## src/u16u8_pkg.sv

```systemverilog
// ----------------------------------------------------------------------------
// u16u8_pkg
// Types and constants shared by the UTF-16 to UTF-8 transcoder.
// ----------------------------------------------------------------------------
package u16u8_pkg;

  typedef struct packed {
    logic [15:0] code_unit;
    logic        flush;
  } u16u8_in_t;

  typedef struct packed {
    logic [7:0] byte0;
    logic [7:0] byte1;
    logic [7:0] byte2;
    logic [7:0] byte3;
    logic [2:0] byte_count;
    logic       illegal_sequence;
  } u16u8_out_t;

  // Command kinds passed from the classifier to the encoder
  localparam logic [1:0] KIND_NONE = 2'd0;  // no bytes, no error
  localparam logic [1:0] KIND_ENC  = 2'd1;  // encode cp
  localparam logic [1:0] KIND_BAD  = 2'd2;  // broken surrogate pairing

  localparam int unsigned CP_W = 21;

  typedef struct packed {
    logic [1:0]      kind;
    logic [CP_W-1:0] cp;
  } u16u8_cmd_t;

  localparam logic [5:0]      LEAD_TAG   = 6'b110110;  // 0xD800..0xDBFF
  localparam logic [5:0]      TRAIL_TAG  = 6'b110111;  // 0xDC00..0xDFFF
  localparam logic [CP_W-1:0] SUPP_BASE  = 21'h010000;
  localparam logic [CP_W-1:0] LIM_ONE    = 21'h000080;
  localparam logic [CP_W-1:0] LIM_TWO    = 21'h000800;
  localparam logic [CP_W-1:0] LIM_THREE  = 21'h010000;

endpackage

```

## src/utf16_to_utf8_transcoder.sv

```systemverilog
// ----------------------------------------------------------------------------
// utf16_to_utf8_transcoder
// Converts a stream of UTF-16 code units into UTF-8 byte groups.
//
// Input channel in_valid/in_stall/in_data carries one code unit (or a flush)
// per transfer; output channel out_valid/out_stall/out_data returns exactly
// one result per input: up to four bytes, a count and an error flag.
// A high surrogate gives a zero-byte result and is held until the next unit.
// Each transfer is queued, then encoded into the output register (out_valid);
// one item per cycle passes the classifier and encoder while out_stall is low.
// The command queue (QUEUE_DEPTH entries) decouples the classifier from the
// encoder; in_stall rises only when it is full, so the input keeps flowing
// while a finished result waits in the output register.
// When out_stall is held, the output holds its result and the queue fills,
// then in_stall is raised. Reset empties the queue, drops out_valid and
// clears the held surrogate.
// ----------------------------------------------------------------------------
module utf16_to_utf8_transcoder #(
  parameter int unsigned QUEUE_DEPTH = 2
) (
  input  logic                  clk,
  input  logic                  rst_n,
  input  logic                  in_valid,
  output logic                  in_stall,
  input  u16u8_pkg::u16u8_in_t  in_data,
  output logic                  out_valid,
  input  logic                  out_stall,
  output u16u8_pkg::u16u8_out_t out_data
);
  import u16u8_pkg::*;

  logic       push;
  logic       pop;
  logic       q_full;
  logic       q_valid;
  u16u8_cmd_t push_cmd;
  u16u8_cmd_t q_cmd;

  u16u8_front u_front (
    .clk      (clk),
    .rst_n    (rst_n),
    .in_valid (in_valid),
    .in_data  (in_data),
    .q_full   (q_full),
    .in_stall (in_stall),
    .push     (push),
    .push_cmd (push_cmd)
  );

  u16u8_queue #(
    .DEPTH (QUEUE_DEPTH)
  ) u_queue (
    .clk      (clk),
    .rst_n    (rst_n),
    .push     (push),
    .push_cmd (push_cmd),
    .pop      (pop),
    .full     (q_full),
    .q_valid  (q_valid),
    .q_cmd    (q_cmd)
  );

  u16u8_back u_back (
    .clk       (clk),
    .rst_n     (rst_n),
    .q_valid   (q_valid),
    .q_cmd     (q_cmd),
    .pop       (pop),
    .out_stall (out_stall),
    .out_valid (out_valid),
    .out_data  (out_data)
  );

endmodule

```

## src/u16u8_front.sv

```systemverilog
// ----------------------------------------------------------------------------
// u16u8_front
// Accepts code units, tracks a waiting high surrogate and turns each unit
// into a command for the encoder.
// ----------------------------------------------------------------------------
module u16u8_front (
  input  logic                  clk,
  input  logic                  rst_n,
  input  logic                  in_valid,
  input  u16u8_pkg::u16u8_in_t  in_data,
  input  logic                  q_full,
  output logic                  in_stall,
  output logic                  push,
  output u16u8_pkg::u16u8_cmd_t push_cmd
);
  import u16u8_pkg::*;

  logic       lead_pending_r;
  logic       lead_pending_nxt;
  logic [9:0] lead_low_bits_r;
  logic [9:0] lead_low_bits_nxt;
  logic       is_lead;
  logic       is_trail;

  assign in_stall = q_full;
  assign push     = in_valid && !q_full;
  assign is_lead  = (in_data.code_unit[15:10] == LEAD_TAG);
  assign is_trail = (in_data.code_unit[15:10] == TRAIL_TAG);

  always_comb begin
    lead_pending_nxt  = lead_pending_r;
    lead_low_bits_nxt = lead_low_bits_r;
    push_cmd.kind     = KIND_NONE;
    push_cmd.cp       = '0;
    priority if (in_data.flush) begin
      lead_pending_nxt  = 1'b0;
      lead_low_bits_nxt = '0;
    end else if (lead_pending_r) begin
      if (is_trail) begin
        push_cmd.kind = KIND_ENC;
        push_cmd.cp   = SUPP_BASE + {1'b0, lead_low_bits_r, in_data.code_unit[9:0]};
      end else begin
        push_cmd.kind = KIND_BAD;
      end
      lead_pending_nxt  = 1'b0;
      lead_low_bits_nxt = '0;
    end else if (is_lead) begin
      lead_pending_nxt  = 1'b1;
      lead_low_bits_nxt = in_data.code_unit[9:0];
    end else if (is_trail) begin
      push_cmd.kind = KIND_BAD;
    end else begin
      push_cmd.kind = KIND_ENC;
      push_cmd.cp   = {5'd0, in_data.code_unit};
    end
  end

  always_ff @(posedge clk) begin
    if (!rst_n) begin
      lead_pending_r  <= 1'b0;
      lead_low_bits_r <= '0;
    end else if (push) begin
      lead_pending_r  <= lead_pending_nxt;
      lead_low_bits_r <= lead_low_bits_nxt;
    end
  end

endmodule

```

## src/u16u8_queue.sv

```systemverilog
// ----------------------------------------------------------------------------
// u16u8_queue
// Short command queue between classifier and encoder.
// ----------------------------------------------------------------------------
module u16u8_queue #(
  parameter int unsigned DEPTH = 2
) (
  input  logic                  clk,
  input  logic                  rst_n,
  input  logic                  push,
  input  u16u8_pkg::u16u8_cmd_t push_cmd,
  input  logic                  pop,
  output logic                  full,
  output logic                  q_valid,
  output u16u8_pkg::u16u8_cmd_t q_cmd
);
  import u16u8_pkg::*;

  localparam int unsigned PW = (DEPTH > 1) ? $clog2(DEPTH) : 1;
  localparam int unsigned CW = $clog2(DEPTH + 1);

  u16u8_cmd_t    entry_r [DEPTH];
  logic [PW-1:0] wr_ptr_r;
  logic [PW-1:0] wr_ptr_nxt;
  logic [PW-1:0] rd_ptr_r;
  logic [PW-1:0] rd_ptr_nxt;
  logic [CW-1:0] count_r;
  logic [CW-1:0] count_nxt;

  assign full    = (count_r == CW'(DEPTH));
  assign q_valid = (count_r != '0);
  assign q_cmd   = entry_r[rd_ptr_r];

  always_comb begin
    wr_ptr_nxt = wr_ptr_r;
    rd_ptr_nxt = rd_ptr_r;
    count_nxt  = count_r;
    if (push) begin
      wr_ptr_nxt = (wr_ptr_r == PW'(DEPTH - 1)) ? '0 : wr_ptr_r + 1'b1;
    end
    if (pop) begin
      rd_ptr_nxt = (rd_ptr_r == PW'(DEPTH - 1)) ? '0 : rd_ptr_r + 1'b1;
    end
    if (push && !pop) begin
      count_nxt = count_r + 1'b1;
    end else if (pop && !push) begin
      count_nxt = count_r - 1'b1;
    end
  end

  always_ff @(posedge clk) begin
    if (!rst_n) begin
      wr_ptr_r <= '0;
      rd_ptr_r <= '0;
      count_r  <= '0;
    end else begin
      wr_ptr_r <= wr_ptr_nxt;
      rd_ptr_r <= rd_ptr_nxt;
      count_r  <= count_nxt;
    end
  end

  always_ff @(posedge clk) begin
    if (push) begin
      entry_r[wr_ptr_r] <= push_cmd;
    end
  end

endmodule

```

## src/u16u8_back.sv

```systemverilog
// ----------------------------------------------------------------------------
// u16u8_back
// Encodes queued commands as UTF-8 bytes into the output register.
// ----------------------------------------------------------------------------
module u16u8_back (
  input  logic                  clk,
  input  logic                  rst_n,
  input  logic                  q_valid,
  input  u16u8_pkg::u16u8_cmd_t q_cmd,
  output logic                  pop,
  input  logic                  out_stall,
  output logic                  out_valid,
  output u16u8_pkg::u16u8_out_t out_data
);
  import u16u8_pkg::*;

  logic       out_valid_r;
  logic       out_valid_nxt;
  u16u8_out_t out_data_r;
  u16u8_out_t enc;

  assign pop       = q_valid && (!out_valid_r || !out_stall);
  assign out_valid = out_valid_r;
  assign out_data  = out_data_r;

  always_comb begin
    enc = '0;
    unique case (q_cmd.kind)
      KIND_ENC: begin
        priority if (q_cmd.cp < LIM_ONE) begin
          enc.byte0      = {1'b0, q_cmd.cp[6:0]};
          enc.byte_count = 3'd1;
        end else if (q_cmd.cp < LIM_TWO) begin
          enc.byte0      = {3'b110, q_cmd.cp[10:6]};
          enc.byte1      = {2'b10, q_cmd.cp[5:0]};
          enc.byte_count = 3'd2;
        end else if (q_cmd.cp < LIM_THREE) begin
          enc.byte0      = {4'b1110, q_cmd.cp[15:12]};
          enc.byte1      = {2'b10, q_cmd.cp[11:6]};
          enc.byte2      = {2'b10, q_cmd.cp[5:0]};
          enc.byte_count = 3'd3;
        end else begin
          enc.byte0      = {5'b11110, q_cmd.cp[20:18]};
          enc.byte1      = {2'b10, q_cmd.cp[17:12]};
          enc.byte2      = {2'b10, q_cmd.cp[11:6]};
          enc.byte3      = {2'b10, q_cmd.cp[5:0]};
          enc.byte_count = 3'd4;
        end
      end
      KIND_BAD: begin
        enc.illegal_sequence = 1'b1;
      end
      default: begin
        enc = '0;
      end
    endcase
  end

  always_comb begin
    out_valid_nxt = out_valid_r;
    if (pop) begin
      out_valid_nxt = 1'b1;
    end else if (!out_stall) begin
      out_valid_nxt = 1'b0;
    end
  end

  always_ff @(posedge clk) begin
    if (!rst_n) begin
      out_valid_r <= 1'b0;
    end else begin
      out_valid_r <= out_valid_nxt;
    end
  end

  always_ff @(posedge clk) begin
    if (pop) begin
      out_data_r <= enc;
    end
  end

endmodule

```

## config.mk

```make
export PLATFORM = sky130hd
export DESIGN_NAME = utf16_to_utf8_transcoder
export DESIGN_NICKNAME = d
export VERILOG_FILES = /design/src/u16u8_pkg.sv /design/src/utf16_to_utf8_transcoder.sv /design/src/u16u8_front.sv /design/src/u16u8_queue.sv /design/src/u16u8_back.sv
export SDC_FILE = /design/constraint.sdc
export NUM_CORES = 1
export LEC_CHECK = 0
export BUFFER_PORTS_ARGS = -buffer_cell sky130_fd_sc_hd__buf_2
export CAP_MARGIN = 15
export CORE_MARGIN = 2
export CORE_UTILIZATION = 57
export DETAILED_ROUTE_END_ITERATION = 10
export HOLD_SLACK_MARGIN = 0.12
export PLACE_DENSITY = 0.87
export SETUP_SLACK_MARGIN = 0.3
export SYNTH_ARGS = -nofsm -noshare
export SYNTH_HDL_FRONTEND = slang
export SYNTH_SLANG_ARGS = --single-unit
```

## constraint.sdc

```tcl
create_clock -name clk -period 2.68 [get_ports clk]
set_input_delay 0.268 -clock clk [delete_from_list [all_inputs] [get_ports clk]]
set_output_delay 0.268 -clock clk [all_outputs]
set_load 0.02 [all_outputs]
```

; ---- Word level (Yosys, flattened, before mapping)
; Memories as Yosys holds them, arrays and structs flattened. A register that Yosys moved wholly into a read port is not among the register bits.
; Cells that the tools add are included.
[totals]
mem_bits_rw = 46
out_inout_bits = 38
in_bits = 21
regBits = 52
mem_count = 1
[classes]
addsub = 5
n_reduce_logical = 17
order_cmp = 3
n_bitwise = 1
eq_ne = 6
muxes = 31
[mem_list]
columns = memory, words, width, read_ports, rd_clocked_by_memory_dff, write_ports, line
row1 = u_queue.entry_r, 2, 23, 1, 1, 1, u16u8_queue.sv:22  ; u16u8_cmd_t entry_r [DEPTH];
[op_table]
columns = operator, count
row1 = $mux W23, 3
row2 = $mux W21, 2
row3 = $mux W10, 3
row4 = $add A17 B20 Y21 const A, 1
row5 = $lt A21 B12 Y1 const B, 1
row6 = $lt A21 B17 Y1 const B, 1
row7 = $lt A21 B8 Y1 const B, 1
row8 = $mux W16, 1
row9 = $mux W14, 1
row10 = $mux W1, 13
row11 = $eq A6 B6 Y1 const B, 2
row12 = $mux W2, 5
row13 = $mux W8, 1
row14 = $mux W7, 1
row15 = $logic_not A1 Y1, 5
row16 = $eq A2 B2 Y1 const B, 2
row17 = $logic_and A1 B1 Y1, 4
row18 = $reduce_bool A2 Y1, 2
row19 = $reduce_or A4 Y1, 1
row20 = $mux W3, 1
row21 = $reduce_bool A3 Y1, 1
row22 = $reduce_or A3 Y1, 1
row23 = $add A1 B1 Y1 const B, 2
row24 = $add A2 B1 Y2 const B, 1
row25 = 7 further kinds, 7

; ---- Logic depth before layout (Yosys ltp)
; Gate-level depths: netlist (run 1).
[depth]
depth_word = 7
mapped_depth = 8
mapped_depth_nobuf = 7

; ---- Hierarchy
; Synthesis (run 1) repeated with hierarchy kept, for this count alone.
[hier_totals]
hier_cells = 357
hier_area_um2 = 4526.8
[by_module_without_submodules]
columns = mod, n_inst, area_per_inst_um2, seq_area_each_um2, cells_per_inst
row1 = u16u8_queue, 1, 1876.8, 1481.4, 93
row2 = u16u8_back, 1, 1594.0, 950.9, 138
row3 = u16u8_front, 1, 1056.0, 220.2, 126

; ---- Worst setup path after synthesis (run 1)
; Ideal clock, no wire load.
[synth_timing]
path_type = reg-to-reg
start = register u_queue.count_r[0]
end = memory u_queue.entry_r[0][0] in the netlist's numbering (enable)
t_arrival_ns = 1.657
stages_incl_launch_ff = 4
required_time_ns = 2.276
path_slack_ns = 0.618
cell_sequence = dfxtp_1 nand2b_1 nand2_1 nor2_1
[synth_via]
elab_chain_len = 5
[synth_rtl]
columns = element, line
row1 = "start, declared", u16u8_queue.sv:27  ; logic [CW-1:0] count_r;
row2 = "start signal, assigned", u16u8_queue.sv:59  ; count_r <= count_nxt;
row3 = $eq A2 B2 Y1, u16u8_queue.sv:30  ; assign full = (count_r == CW'(DEPTH));
row4 = $logic_not A1 Y1, u16u8_front.sv:26  ; assign push = in_valid && !q_full;
row5 = $logic_and A1 B1 Y1, u16u8_front.sv:26
row6 = $mux W1, u16u8_queue.sv:64  ; if (push) begin
row7 = $mux W1 (implied by the code), u16u8_queue.sv:65  ; entry_r[wr_ptr_r] <= push_cmd;
row8 = "end, declared", u16u8_queue.sv:22
; No other way between the ends.

==> results of run 1 <==
## worst register-to-register path, cell delays in order (launching register included)
cell,delay [ps]
dfxtp_2,550
buf_4,300
nor3_1,100
o2bb2ai_1,510
mux2_2,410
o22ai_1,150
## synthesized netlist by cell type, types with 2 or more instances
cell type	instances	area [sq um]
mux2i_1	13	130.1
nor2b_1	4	25.02
nor2_1	31	116.4
a32o_1	3	30.03
a2111oi_0	3	26.28
nand4b_1	2	17.52
and2_1	19	118.9
or3_1	2	12.51
buf_4	8	60.06
nor3_1	6	30.03
a211oi_1	8	60.06
xor2_1	2	17.52
mux2_2	7	78.83
o22ai_1	3	18.77
a31oi_1	2	12.51
or4_4	2	22.52
o211ai_1	5	37.54
a21boi_0	4	30.03
o21a_1	2	15.01
xnor2_1	4	35.03
a21oi_1	3	15.01
a22o_1	16	140.1
ha_1	2	25.02
nand2b_1	5	31.28
o32ai_2	3	48.80
o21ai_0	7	35.03
buf_2	6	30.03
o31ai_1	2	15.01
clkbuf_1	2	7.510
edfxtp_1	77	2312
inv_1	19	71.32
nand3_1	2	10.01
nand2_1	9	33.78
dfxtp_1	17	340.3
## power by group
| group | internal, W | total (W) | switching (W) |
|---|---|---|---|
| combinational | 0.000579 | 0.00163 | 0.00105 |
| clock | 0.000419 | 0.000957 | 0.000538 |
| sequential | 0.00203 | 0.00219 | 0.000157 |
## state kept, by name, indices dropped and copies added (netlist names), named ones only
| signal | flops |
|---|---|
| u_back.out_data | 31 |
| u_back.out_valid | 1 |
| u_front.lead_low_bits_r | 10 |
| u_front.lead_pending_r | 1 |
| u_queue.count_r | 2 |
| u_queue.entry_r | 46 |
| u_queue.rd_ptr_r | 1 |
| u_queue.wr_ptr_r | 1 |
## per-stage QoR
step | util | cells
after floorplan | - | 332
after global placement | 0.6433 | 478
after detailed placement | 0.6433 | 478
after CTS | 0.6764 | 497
after global routing | 0.6766 | 497
final | 0.6766 | 497
## cell type report
type / count / area, sq um / share of cell area
Multi-Input combinational cell: 202 / 1500 / 0.3041
Inverter: 19 / 71.32 / 0.01446
Clock inverter: 6 / 62.56 / 0.01268
Tap cell: 99 / 123.9 / 0.02511
Sequential cell: 94 / 2654 / 0.5379
Clock buffer: 10 / 148.9 / 0.03018
Timing Repair Buffer: 67 / 372.9 / 0.07558
## cell usage in the layout (no fill, tap or decap), types with 4 or more instances in the layout
master    netlist  layout
a211oi_1        8       8
a21boi_0        4       4
a22o_1         16      16
and2_1         19      19
buf_2           6      55
buf_4           8       9
clkbuf_8        0       9
dfxtp_1        17      16
edfxtp_1       77      77
inv_1          19      19
mux2_2          7       7
mux2i_1        13      13
nand2_1         9       9
nand2b_1        5       5
nor2_1         31      30
nor2b_1         4       4
nor3_1          6       6
o211ai_1        5       5
o21ai_0         7       7
xnor2_1         4       4
## cells by family (layout without fill, tap and decap cells)
group / Yosys count / in the layout / synth area share
flip-flops: 94 / 94 / 0.6138
other: 1 / 3 / 0.0008677
multiplexers: 21 / 21 / 0.05096
adder cells (fa/ha/maj): 2 / 2 / 0.005789
AO/OA/AOI/OAI: 74 / 74 / 0.1445
AND/OR/NAND/NOR: 96 / 96 / 0.1303
XOR/XNOR: 6 / 6 / 0.01216
buffers and inverters: 36 / 102 / 0.04169
## timing repair
item	4_1_cts	5_1_grt
hold buffers	3	0
buffers inserted	0	0
hold endpoints to repair	3	0
endpoints found under the setup margin	0	12
resized for setup	0	1
## layer usage
| metal | wire (microns) | GRT usage | vias to the layer above |
|---|---|---|---|
| li1 | - | - | 1371 |
| met1 | 3638 | 0.2795 | 1349 |
| met2 | 3876 | 0.3346 | 138 |
| met3 | 512 | 0.03900 | 28 |
| met4 | 292 | 0.1149 | 0 |
| met5 | 0 | 0 | - |
## final timing paths
check	cells past startpoint	end	slack [ps]
worst min register to register	1	u_front.lead_low_bits_r[0]$_SDFFE_PN0P_	490
worst max register to register	5	u_back.out_data[20]$_SDFFCE_PP0P_	500
worst min-delay path	2	u_front.lead_low_bits_r[0]$_SDFFE_PN0P_	140
worst max-delay path	5	u_back.out_data[20]$_SDFFCE_PP0P_	500
==> flow_metrics.py, run 1 <==
metrics = {
    "run_status": {
        "status": "complete, no violations",
    },
    "die": {
        "dieArea_sq_um": 8295,
        "initial_core_util": 0.5927,
        "fp.coreArea_sq_um": 7292,
        "fp.dieW_microns": 91.08,
        "num_io_pins": 59,
        "die_h_microns": 91.08,
        "row_count": 31,
    },
    "critical_path": {
        "cp_top_family": "compound AO/OA/AOI/OAI gates",
        "path_class": "reg -> reg",
        "cpMaxStageDelayCell": "dfxtp_2",
        "crit_arrival_ps": 2380,
        "cp.buffers_inverters": 1,
        "crit_required_ps": 2880,
        "crit_path_start_kind": "flop",
        "worstSetupEndpointType": "flop",
        "slowest_delay_ps": 550,
        "crit_chain": "buf_4 -> nor3_1 -> o2bb2ai_1 -> mux2_2 -> o22ai_1",
        "crit_path_max_fanout": 20,
    },
    "layout": {
        "final_nets": 416,
        "drive_above_1_share": 0.2638,
        "area_growth_pct": 14.16,
        "nFillCells": 558,
        "final_area_sq_um": 4933,
        "diodes": 0,
    },
    "global_route": {
        "grt_max_degree": 32,
        "grt_pass1_wl_microns": 13690,
        "antenna_found_initial": 0,
        "first_global_vias": 2836,
        "overflow": 0,
        "grt.total_usage": 0.2121,
    },
    "routing": {
        "via_per_inst": 5.807,
        "first_pass_iters": 5,
        "drc": 0,
        "vias": 2886,
        "first_iter_violations": 189,
        "postRouteWirelength_microns": 8320,
        "wl_per_cell_microns": 16.74,
        "ant_nets": 0,
    },
    "min_path": {
        "worstHoldStart": "in_data[1]",
        "hold_path_class": "in -> reg",
    },
    "synthesis": {
        "async_flop_share": 0,
        "synth-seq-cells": 94,
        "yosys_warnings": 0,
        "synth_edf_count": 77,
        "syn-instance-count": 330,
        "synthFlopType": "edfxtp_1",
        "synth.distinct_cells": 64,
        "avgSynthCellArea_sq_um": 13.10,
        "synth_area_sq_um": 4322,
        "yosysSeqAreaShare": 0.6138,
    },
    "power_and_ir_drop": {
        "p_leak_nw": 1.888,
        "ir_worst_vdd_mv": 0.5568,
        "total_power_w": 0.004776,
        "power_density_nw_per_um2": 968.0,
    },
    "sta": {
        "tightest_slew_ps": 885.3,
        "setup_ws_ps": 503.8,
        "hold_viol_final": 0,
        "fmax_mhz": 459.5,
        "slew_violations": 0,
        "whs_ps": 137.2,
        "period_share": 0.8120,
        "setup_violations": 0,
        "relSlewSlack": 0.4049,
        "layout_min_cycle_time_ps": 2176,
        "rsz0062_at_grt": "no",
        "skew_ps": 8.085,
        "tns_ps": 0,
    },
    "cts": {
        "ctsLongestPathBuffers": 2,
        "root_buffer": "clkbuf_8",
        "cts_tree": "built",
        "clock-sinks": 94,
        "insertion_delay_ps": 360,
        "path_clk_slew_ps": 100,
        "htreeDepth": 3,
        "numCtsBuffers": 9,
    },
    "placed_design": {
        "place.gp.congestion": 0.8945,
        "dpl_cell_area_sq_um": 4691,
        "place_ws_ps": 392.7,
        "hpwlAfterDp_microns": 6152,
        "io_buffers": 55,
    },
    "flow_run": {
        "cap_violations": 0,
    },
}
Note: power is estimated with default switching activity, not from simulation.
==> run 2, diff against run 1 <==
Clock period 2.68 ns to 2.2 ns, I/O delays scaled along.
==> flow_metrics.py, run 2 (synthesis results as in run 1) <==
metrics = {
    "critical_path": {
        "crit_required_ps": 2380,
        "reg2reg_to": "u_back.out_data[31]$_SDFFCE_PP0P_",
        "crit_path_start_kind": "flop",
        "crit_path_max_fanout": 5,
        "worstSetupEndpointType": "flop",
        "crit_start": "u_queue.entry_r[1][11]$_DFFE_PP_",
        "crit_arrival_ps": 2150,
        "worstRegToRegCells": 4,
        "ff2ff_setup_slack_ps": 240,
        "reg2reg_from": "u_queue.entry_r[1][11]$_DFFE_PP_",
        "path_class": "reg -> reg",
    },
    "sta": {
        "layout_min_cycle_time_ps": 1960,
        "slew_violations": 0,
        "tightest_slew_ps": 531.4,
        "fmax_mhz": 510.1,
        "relSlewSlack": 0.6356,
        "setup_violations": 0,
        "tns_ps": 0,
        "skew_ps": 12.86,
        "period_share": 0.8910,
        "hold_viol_final": 0,
        "rsz0062_at_grt": "yes",
    },
    "cts": {
        "cts_tree": "built",
        "ctsLongestPathBuffers": 2,
        "insertion_delay_ps": 360,
        "clock-sinks": 94,
        "root_buffer": "clkbuf_8",
        "numCtsBuffers": 9,
        "htreeDepth": 3,
        "path_clk_slew_ps": 90,
    },
    "global_route": {
        "grt_use_met3": 0.04730,
        "grt.total_usage": 0.2265,
        "first_global_vias": 2926,
        "grt-busiest-layer": "met2",
        "grt_max_degree": 32,
        "use_met2": 0.3580,
        "antenna_found_initial": 0,
        "grt_pass1_wl_microns": 14620,
        "grtUsageMet1": 0.2991,
        "overflow": 0,
    },
    "run_status": {
        "status": "complete, no violations",
    },
    "routing": {
        "via_per_inst": 6.050,
        "postRouteWirelength_microns": 9581,
        "ant_nets": 0,
        "first_pass_iters": 6,
        "vias": 3176,
        "wl_per_cell_microns": 18.25,
        "drc": 0,
        "first_iter_violations": 292,
    },
    "placed_design": {
        "hpwlAfterDp_microns": 6285,
        "dpl_cell_area_sq_um": 4728,
        "io_buffers": 55,
        "place.gp.congestion": 0.9325,
    },
    "layout": {
        "final_nets": 444,
        "final_common_cell": "edfxtp_1",
        "drive_above_1_share": 0.3216,
        "diodes": 0,
        "most-common-layout-cells": "77 x edfxtp_1, 55 x buf_2, 29 x nor2_1",
        "final_area_sq_um": 5246,
        "largest_reg_flops": 46,
        "area_growth_pct": 21.40,
        "regMostFlops": "u_queue.entry_r",
    },
    "die": {
        "row_count": 31,
        "die_h_microns": 91.08,
        "fp.dieW_microns": 91.08,
        "dieArea_sq_um": 8295,
        "fp.coreArea_sq_um": 7292,
        "num_io_pins": 59,
        "initial_core_util": 0.5927,
    },
    "power_and_ir_drop": {
        "switching_share": 0.3703,
        "seqPwrFrac": 0.448,
        "combPwrFrac": 0.380,
        "p_clk_frac": 0.172,
        "ir_worst_vdd_mv": 0.7208,
        "p_leak_nw": 2.030,
        "power_switching_w": 0.002204,
        "internal_power_w": 0.003747,
        "power_density_nw_per_um2": 1134,
    },
    "min_path": {
        "hold_depth": 3,
        "worstHoldStart": "out_stall",
        "hold_path_class": "in -> reg",
        "min_to": "u_back.out_valid$_SDFFE_PN0P_",
    },
    "flow_run": {
        "cap_violations": 0,
    },
}
-- run 2: cell types whose count changed in the layout (fill, tap and decap cells not counted), moves of 2 or more --
cell and change:
dlygate4sd3_1 +7, a2111oi_0 -2, inv_6 +2, clkinv_1 +2, inv_8 -2, buf_4 +19, o2bb2a_4 +2
-- run 2: per-stage QoR --
step | instances | hold slack, ps | utilization | power, W | setup slack (ps)
global placement | 482 | 449.5 | 0.6484 | 0.004650 | 191.1
detailed placement | 482 | 450.1 | 0.6484 | 0.004716 | 134.8
global route | 525 | 150.3 | 0.7195 | 0.006234 | 179.2
floorplan | 332 | 337.5 | - | 0.004134 | 304.2
CTS | 514 | 133.0 | 0.7011 | 0.005815 | 300.3
finish | 525 | 135.2 | 0.7195 | 0.005951 | 239.8
-- run 2: power groups by stage --
stage	Sequential (W)	Combinational, W	Clock, W
6_report	0.00267	0.00226	0.00102
4_1_cts	0.00266	0.00212	0.00103
5_1_grt	0.00271	0.00241	0.00112
3_5_place_dp	0.00271	0.00201	0
3_3_place_gp	0.00269	0.00196	0
2_1_floorplan	0.00298	0.00115	0
-- run 2: per-layer routing --
metal / share of wire / wire (microns) / up-vias
li1: - / - / 1432
met1: 0.41 / 3918 / 1507
met2: 0.48 / 4576 / 188
met3: 0.072 / 687 / 49
met4: 0.042 / 399 / 0
met5: 0 / 0 / -
-- run 2: critical path: stages (launching register included) --
cell and delay, ps:
edfxtp_1 420, or4b_4 620, a2111oi_2 380, o21bai_1 130, a31oi_1 240
-- run 2: worst max-delay path by stage --
stage,end,slack (ps)
2_1_floorplan,u_back.out_data[12]$_SDFFCE_PP0P_,300
3_3_place_gp,u_back.out_data[20]$_SDFFCE_PP0P_,190
3_5_place_dp,u_back.out_data[20]$_SDFFCE_PP0P_,130
4_1_cts,u_back.out_data[31]$_SDFFCE_PP0P_,300
5_1_grt,u_back.out_data[31]$_SDFFCE_PP0P_,180
6_report,u_back.out_data[31]$_SDFFCE_PP0P_,240
-- run 2: what timing repair did --
item                                   in CTS  in global routing
gates cloned                                1                  1
hold buffers                               10                  0
gates resized for setup                    13                  8
endpoints found under the hold margin      10                  0
setup endpoints to repair                  21                 44
pin swaps                                   5                  4
buffers inserted                            5                 10
-- run 2: final cells by class --
class | instances | area [sq um]
repair buffers | 93 | 585.6
fillers | 511 | 2046
well taps | 99 | 123.9
clock buffers | 10 | 127.6
clock inverters | 6 | 45.04
multi-input cells | 204 | 1637
inverters | 19 | 71.32
flip-flops and latches | 94 | 2656
